==> src/rtl/fpda_pkg.sv <==
`timescale 1ns / 1ps
`default_nettype none

package fpda_pkg;

    localparam int POINT_POS_DEF = 16;
    localparam int VALUE_W       = 32;
    localparam int FRAC_W        = 4;
    localparam int FACTOR_W      = 30;
    localparam int PROD_W        = VALUE_W + FACTOR_W + 1;
    localparam int NUM_DIGITS    = 10;
    localparam int LEN_W         = 4;
    localparam int STEP_W        = $clog2(VALUE_W);

    localparam logic [FRAC_W-1:0] FRAC_RESET = 4'd2;
    localparam logic [FRAC_W-1:0] FRAC_MAX   = 4'd9;

    localparam logic [7:0] CH_ZERO  = 8'h30;
    localparam logic [7:0] CH_MINUS = 8'h2D;
    localparam logic [7:0] CH_POINT = 8'h2E;

    typedef logic [NUM_DIGITS-1:0][3:0] bcd_t;

    typedef struct packed {
        logic busy;
        logic done;
    } fpda_bcd_stat_t;

    typedef enum logic [2:0] {
        ST_IDLE,
        ST_SCALE,
        ST_CONV,
        ST_PREP,
        ST_EMIT
    } fpda_state_t;

    function automatic logic [FACTOR_W-1:0] pow10(input logic [FRAC_W-1:0] fd);
        logic [FACTOR_W-1:0] f;
        case (fd)
            4'd0:    f = 30'd1;
            4'd1:    f = 30'd10;
            4'd2:    f = 30'd100;
            4'd3:    f = 30'd1000;
            4'd4:    f = 30'd10000;
            4'd5:    f = 30'd100000;
            4'd6:    f = 30'd1000000;
            4'd7:    f = 30'd10000000;
            4'd8:    f = 30'd100000000;
            default: f = 30'd1000000000;
        endcase
        return f;
    endfunction

endpackage

`default_nettype wire

==> src/rtl/fpda_scale.sv <==
`timescale 1ns / 1ps
`default_nettype none

module fpda_scale #(
    parameter int POINT_POS = fpda_pkg::POINT_POS_DEF
) (
    input  wire                                 aclk,
    input  wire                                 aresetn,
    input  wire                                 start,
    input  wire  [fpda_pkg::VALUE_W-1:0]        value,
    input  wire  [fpda_pkg::FACTOR_W-1:0]       factor,
    output logic                                done,
    output logic [fpda_pkg::VALUE_W-1:0]        scaled
);
    import fpda_pkg::*;

    localparam logic signed [PROD_W-1:0] ROUND_HALF = PROD_W'(1) << (POINT_POS - 1);

    logic signed [PROD_W-1:0]  prod_reg, prod_next;
    logic signed [PROD_W-1:0]  sum;
    logic [VALUE_W-1:0]        scaled_reg, scaled_next;
    logic                      mul_vld_reg, done_reg;

    assign prod_next   = $signed(value) * $signed({1'b0, factor});
    assign sum         = prod_reg + ROUND_HALF;
    // Taking bits above the fraction is the arithmetic shift; the top bits wrap away.
    assign scaled_next = sum[POINT_POS +: VALUE_W];

    always_ff @(posedge aclk) begin
        if (!aresetn) begin
            mul_vld_reg <= 1'b0;
            done_reg    <= 1'b0;
        end else begin
            mul_vld_reg <= start;
            done_reg    <= mul_vld_reg;
        end
    end

    always_ff @(posedge aclk) begin
        prod_reg   <= prod_next;
        scaled_reg <= scaled_next;
    end

    assign done   = done_reg;
    assign scaled = scaled_reg;

endmodule

`default_nettype wire

==> src/rtl/fpda_bcd.sv <==
`timescale 1ns / 1ps
`default_nettype none

module fpda_bcd (
    input  wire                             aclk,
    input  wire                             aresetn,
    input  wire                             start,
    input  wire  [fpda_pkg::VALUE_W-1:0]    bin,
    output fpda_pkg::fpda_bcd_stat_t        stat,
    output fpda_pkg::bcd_t                  bcd
);
    import fpda_pkg::*;

    logic [VALUE_W-1:0] bin_reg, bin_next;
    bcd_t               bcd_reg, bcd_next, adj;
    logic [STEP_W-1:0]  cnt_reg;
    logic               run_reg, done_reg;

    // Shift-and-add-three: one bit of the binary word moves into the digits each cycle.
    always_comb begin
        for (int i = 0; i < NUM_DIGITS; i++) begin
            adj[i] = (bcd_reg[i] >= 4'd5) ? bcd_reg[i] + 4'd3 : bcd_reg[i];
        end
        {bcd_next, bin_next} = {adj, bin_reg} << 1;
    end

    always_ff @(posedge aclk) begin
        if (!aresetn) begin
            run_reg  <= 1'b0;
            done_reg <= 1'b0;
            cnt_reg  <= '0;
        end else begin
            done_reg <= 1'b0;
            if (start) begin
                run_reg <= 1'b1;
                cnt_reg <= '0;
            end else if (run_reg) begin
                cnt_reg <= cnt_reg + 1'b1;
                if (cnt_reg == STEP_W'(VALUE_W - 1)) begin
                    run_reg  <= 1'b0;
                    done_reg <= 1'b1;
                end
            end
        end
    end

    always_ff @(posedge aclk) begin
        if (start) begin
            bin_reg <= bin;
            bcd_reg <= '0;
        end else if (run_reg) begin
            bin_reg <= bin_next;
            bcd_reg <= bcd_next;
        end
    end

    assign stat.busy = run_reg;
    assign stat.done = done_reg;
    assign bcd       = bcd_reg;

endmodule

`default_nettype wire

==> src/rtl/fixed_point_to_decimal_ascii.sv <==
`timescale 1ns / 1ps
`default_nettype none

// Channel  Direction  Payload
// s_       in         tdata[31:0] value
// m_       out        tdata[7:0] ch, tdata[11:8] length, tlast last
// cfg_     in         data[3:0] decimal places
//
// An item passes through the multiply and rounding registers, the shift-and-add-three
// unit (32 steps, then a done pulse), a setup state and the emission of its characters
// (1 to 12), one character per cycle while m_tready is high. Reset is synchronous and
// active low; it sets the decimal places to 2. s_tready is low from the accepted request
// until its last character is loaded. A low m_tready holds the current character and
// pauses the emission.

module fixed_point_to_decimal_ascii #(
    parameter int POINT_POS = fpda_pkg::POINT_POS_DEF
) (
    input  wire                             aclk,
    input  wire                             aresetn,
    input  wire                             s_tvalid,
    output logic                            s_tready,
    input  wire  [31:0]                     s_tdata,   // [31:0] value
    output logic                            m_tvalid,
    input  wire                             m_tready,
    output logic [15:0]                     m_tdata,   // [7:0] ch, [11:8] length, [15:12] zero
    output logic                            m_tlast,   // last
    input  wire                             cfg_valid,
    output logic                            cfg_ready,
    input  wire  [fpda_pkg::FRAC_W-1:0]     cfg_data   // [3:0] decimal places
);
    import fpda_pkg::*;

    fpda_state_t          state_reg, state_next;
    logic [FRAC_W-1:0]    places_reg;
    logic [FRAC_W-1:0]    fd_eff, fd_reg;
    logic                 neg_reg;
    logic [LEN_W-1:0]     width_reg, width_next, total_reg, total_next;
    logic [LEN_W-1:0]     idx_reg, idx_next;
    logic                 m_tvalid_reg, m_tvalid_next;
    logic [7:0]           ch_reg, ch_next;
    logic [LEN_W-1:0]     len_reg, len_next;
    logic                 last_reg, last_next;

    logic                 accept, load;
    logic                 scale_done;
    logic [VALUE_W-1:0]   scaled, mag;
    fpda_bcd_stat_t       bcd_stat;
    bcd_t                 bcd;
    logic [LEN_W-1:0]     nd, k, ip, pos;
    logic [7:0]           ch_calc;

    assign cfg_ready = 1'b1;
    assign fd_eff    = (places_reg > FRAC_MAX) ? FRAC_MAX : places_reg;
    assign accept    = s_tvalid && s_tready;
    assign s_tready  = (state_reg == ST_IDLE);

    fpda_scale #(.POINT_POS(POINT_POS)) u_scale (
        .aclk    (aclk),
        .aresetn (aresetn),
        .start   (accept),
        .value   (s_tdata),
        .factor  (pow10(fd_eff)),
        .done    (scale_done),
        .scaled  (scaled)
    );

    assign mag = scaled[VALUE_W-1] ? (~scaled + 1'b1) : scaled;

    fpda_bcd u_bcd (
        .aclk    (aclk),
        .aresetn (aresetn),
        .start   (scale_done),
        .bin     (mag),
        .stat    (bcd_stat),
        .bcd     (bcd)
    );

    // Significant digit count, at least one.
    always_comb begin
        nd = LEN_W'(1);
        for (int i = 1; i < NUM_DIGITS; i++) begin
            if (bcd[i] != 4'd0) begin
                nd = LEN_W'(i + 1);
            end
        end
        width_next = (nd > fd_reg + 1'b1) ? nd : fd_reg + 1'b1;
        total_next = width_next + LEN_W'(neg_reg) + LEN_W'(fd_reg != '0);
    end

    // Character at the current index: sign, integer digits, point, fraction digits.
    always_comb begin
        k   = idx_reg - LEN_W'(neg_reg);
        ip  = width_reg - fd_reg;
        pos = '0;
        if (neg_reg && idx_reg == '0) begin
            ch_calc = CH_MINUS;
        end else if (k < ip) begin
            pos     = width_reg - 1'b1 - k;
            ch_calc = CH_ZERO + {4'd0, bcd[pos]};
        end else if (k == ip) begin
            ch_calc = CH_POINT;
        end else begin
            pos     = width_reg - k;
            ch_calc = CH_ZERO + {4'd0, bcd[pos]};
        end
    end

    assign load = (state_reg == ST_EMIT) && (!m_tvalid_reg || m_tready);

    always_comb begin
        state_next    = state_reg;
        idx_next      = idx_reg;
        m_tvalid_next = m_tvalid_reg && !m_tready;
        ch_next       = ch_reg;
        len_next      = len_reg;
        last_next     = last_reg;
        case (state_reg)
            ST_IDLE: begin
                if (accept) begin
                    state_next = ST_SCALE;
                end
            end
            ST_SCALE: begin
                if (scale_done) begin
                    state_next = ST_CONV;
                end
            end
            ST_CONV: begin
                if (bcd_stat.done) begin
                    state_next = ST_PREP;
                end
            end
            ST_PREP: begin
                idx_next   = '0;
                state_next = ST_EMIT;
            end
            ST_EMIT: begin
                if (load) begin
                    m_tvalid_next = 1'b1;
                    ch_next       = ch_calc;
                    last_next     = (idx_reg == total_reg - 1'b1);
                    len_next      = last_next ? total_reg : '0;
                    idx_next      = idx_reg + 1'b1;
                    if (last_next) begin
                        state_next = ST_IDLE;
                    end
                end
            end
            default: begin
                state_next = ST_IDLE;
            end
        endcase
    end

    always_ff @(posedge aclk) begin
        if (!aresetn) begin
            state_reg    <= ST_IDLE;
            places_reg   <= FRAC_RESET;
            m_tvalid_reg <= 1'b0;
        end else begin
            state_reg    <= state_next;
            m_tvalid_reg <= m_tvalid_next;
            if (cfg_valid && cfg_ready) begin
                places_reg <= cfg_data;
            end
        end
    end

    always_ff @(posedge aclk) begin
        idx_reg  <= idx_next;
        ch_reg   <= ch_next;
        len_reg  <= len_next;
        last_reg <= last_next;
        if (accept) begin
            fd_reg <= fd_eff;
        end
        if (scale_done) begin
            neg_reg <= scaled[VALUE_W-1];
        end
        if (state_reg == ST_PREP) begin
            width_reg <= width_next;
            total_reg <= total_next;
        end
    end

    assign m_tvalid = m_tvalid_reg;
    assign m_tdata  = {4'd0, len_reg, ch_reg};
    assign m_tlast  = last_reg;

`ifndef ASSERT_OFF
    a_len_on_last: assert property (@(posedge aclk) disable iff (!aresetn)
        m_tvalid_reg && last_reg |-> len_reg != '0)
        else $error("last character carries no length");

    a_len_zero_mid: assert property (@(posedge aclk) disable iff (!aresetn)
        m_tvalid_reg && !last_reg |-> len_reg == '0)
        else $error("length set on an inner character");

    a_idx_in_text: assert property (@(posedge aclk) disable iff (!aresetn)
        state_reg == ST_EMIT |-> idx_reg < total_reg)
        else $error("character index beyond text length");

    a_conv_done_state: assert property (@(posedge aclk) disable iff (!aresetn)
        bcd_stat.done |-> state_reg == ST_CONV)
        else $error("conversion finished outside the conversion phase");

    a_width_fits: assert property (@(posedge aclk) disable iff (!aresetn)
        state_reg == ST_EMIT |-> width_reg <= LEN_W'(NUM_DIGITS))
        else $error("digit field wider than the decimal register");
`endif

endmodule

`default_nettype wire

==> config.mk <==
export PLATFORM = sky130hd
export DESIGN_NAME = fixed_point_to_decimal_ascii
export DESIGN_NICKNAME = d
export VERILOG_FILES = /design/src/rtl/fpda_pkg.sv /design/src/rtl/fpda_scale.sv /design/src/rtl/fpda_bcd.sv /design/src/rtl/fixed_point_to_decimal_ascii.sv
export SDC_FILE = /design/constraint.sdc
export NUM_CORES = 2
export LEC_CHECK = 0
export ABC_CLOCK_PERIOD_IN_PS = 17250
export BUFFER_PORTS_ARGS = -buffer_cell sky130_fd_sc_hd__buf_2
export CAP_MARGIN = 20
export CORE_AREA = 2 2 276 278
export CTS_CLUSTER_DIAMETER = 40
export DETAILED_ROUTE_END_ITERATION = 8
export DIE_AREA = 0 0 278 280
export PLACE_DENSITY_LB_ADDON = 0.2
export SYNTH_ARGS = -nofsm -noshare
export SYNTH_HDL_FRONTEND = slang
export SYNTH_HIERARCHICAL = 1
export SYNTH_SLANG_ARGS = --single-unit
==> constraint.sdc <==
create_clock -name aclk -period 17.25 [get_ports aclk]
set_input_delay 2.5875 -clock aclk [delete_from_list [all_inputs] [get_ports aclk]]
set_output_delay 2.5875 -clock aclk [all_outputs]
set_load 0.01 [all_outputs]
==> run_results.csv <==
group,metric,value,unit
clock_tree,ctsResizeCount,0,
logic_synthesis,syn_area,37200,sq um
global_routing,grt_pass1_wl,150,mm
finish,mostFrequentLayoutCell,"fa_1",
finish,layout.filler_cells,6981,
placed_design,place.gp.congestion,0.866,
worst_setup_path,crit_type,"input port to register",
placed_design,dp.cells,4745,
finish,largest_reg_flops,40,
finish,fin_nets,4841,
timing,rsz0062_at_grt,"no",
worst_setup_path,crit_path_max_fanout,30,
global_routing,grt_max_degree,81,
die,initial_core_util,0.495,
timing,period_share,0.564,
logic_synthesis,ys_warn_count,6,
die,core_area,75200,sq um
clock_tree,clkLatencyLatePin,0.45,ns
die,die_h,280,um
global_routing,grt_pass1_vias,26700,
worst_setup_path,cpPeakStageDelay,0.65,ns
route,num_vias,25400,
die,die_area,77800,sq um
global_routing,track_usage,0.250,
clock_tree,post_cts_buffers,0,
timing,skew,0.0117,ns
route,drtPass1Iterations,6,
global_routing,overflow,0,
worst_setup_path,cp.arrival,10.05,ns
die,die_w,278,um
placed_design,dpl.hpwl,69.9,mm
route,viasPerCell,5.32,
worst_setup_path,path_common_cell,"fa_1",
clock_tree,holdBufCountCts,0,
clock_tree,clockBufferDepth,2,
timing,fin_tns_setup,0,ns
finish,layout_common_cells,"fa_1, inv_1, and2_1",
timing,hold_viol,0,
clock_tree,cts_num_sinks,181,
logic_synthesis,syn_inst,3886,
timing,finalMaxSlewViolations,0,
min_path,hold_class,"register to register",
clock_tree,clk_pin_slew,0.07,ns
worst_setup_path,cp-start-kind,"input port",
route,ant_nets,0,
timing,post-route-min-period,9.73,ns
route,drc,0,
outcome,status,"finished, final reports clean",
timing,hold_slack,0.433,ns
die,ios,61,
finish,layout-drive-gt1-share,0.0555,
timing,fmax,103,MHz
die,rows,101,
timing,worst_pin_slew,0.881,ns
clock_tree,cts_buffers,17,
logic_synthesis,syn-mean-instance-area,9.57,sq um
clock_tree,cts_tree,"yes",
worst_setup_path,crit_path_end_kind,"register",
run,timing.max_cap.violations,0,
clock_tree,root_buffer,"clkbuf_16",
timing,setup_violations,0,
finish,utilization,0.515,
worst_setup_path,worstPathRequired,17.57,ns
timing,relSlewSlack,0.413,
finish,diodes,0,
placed_design,numPortBuffers,52,
worst_setup_path,critPathSlowestCell,"buf_2",
clock_tree,cts_htree_levels,4,
route,wl_per_cell,19.4,um
route,finalWirelength,92.6,mm
finish,synthToLayoutAreaGrowth,4.06,%
route,drt_iter0_drc,1535,
finish,stdcell_count,4778,
global_routing,antenna_found_initial,2,
-- per-layer routing --
metal / global-route usage / vias up / wire (um)
met5: 0 / - / 0
met4: 0.0868 / 0 / 3340
met3: 0.0386 / 140 / 5400
met2: 0.415 / 705 / 44800
met1: 0.334 / 13100 / 39100
li1: - / 11500 / -
-- worst max-delay path: cells and delay by family --
kind	cells	cell delay [ns]
adder cells (fa/ha/maj)	9	4.31
AO/OA/AOI/OAI	6	1.39
buffers and inverters	6	0.93
AND/OR/NAND/NOR	3	0.75
XOR/XNOR	1	0.06
-- area by class of cell --
cell class	instances	area, sq um	area share
repair buffers	83	513	0.0133
clock buffers	19	433	0.0112
flip-flops and latches	181	4220	0.109
multi-input cells	2727	29300	0.756
clock inverters	13	139	0.00359
well taps	978	1220	0.0316
inverters	777	2920	0.0754
-- worst paths after layout --
kind,endpoint,cells after the start,slack (ns),startpoint
worst min-delay path,u_scale/done$_SDFF_PN0_,1,0.43,u_scale/mul_vld_reg$_SDFF_PN0_
worst max-delay path,u_scale/prod_reg[47]$_DFF_P_,25,7.52,s_tdata[14]
worst max register to register,u_scale/prod_reg[41]$_DFF_P_,32,7.67,places_reg[3]$_SDFFE_PN0P_
worst min register to register,u_scale/done$_SDFF_PN0_,1,0.43,u_scale/mul_vld_reg$_SDFF_PN0_
-- stage by stage --
stage / setup WS (ns) / instance area (sq um)
floorplan: 7.87 / 37200
global placement: 7.10 / 38100
detailed placement: 7.04 / 38100
CTS: 7.50 / 38700
global route: 7.10 / 38700
finish: 7.52 / 38700
Power is left out: the tool's default activity adds up to more than one toggle a clock period on the data nets, which glitch-free logic cannot reach.
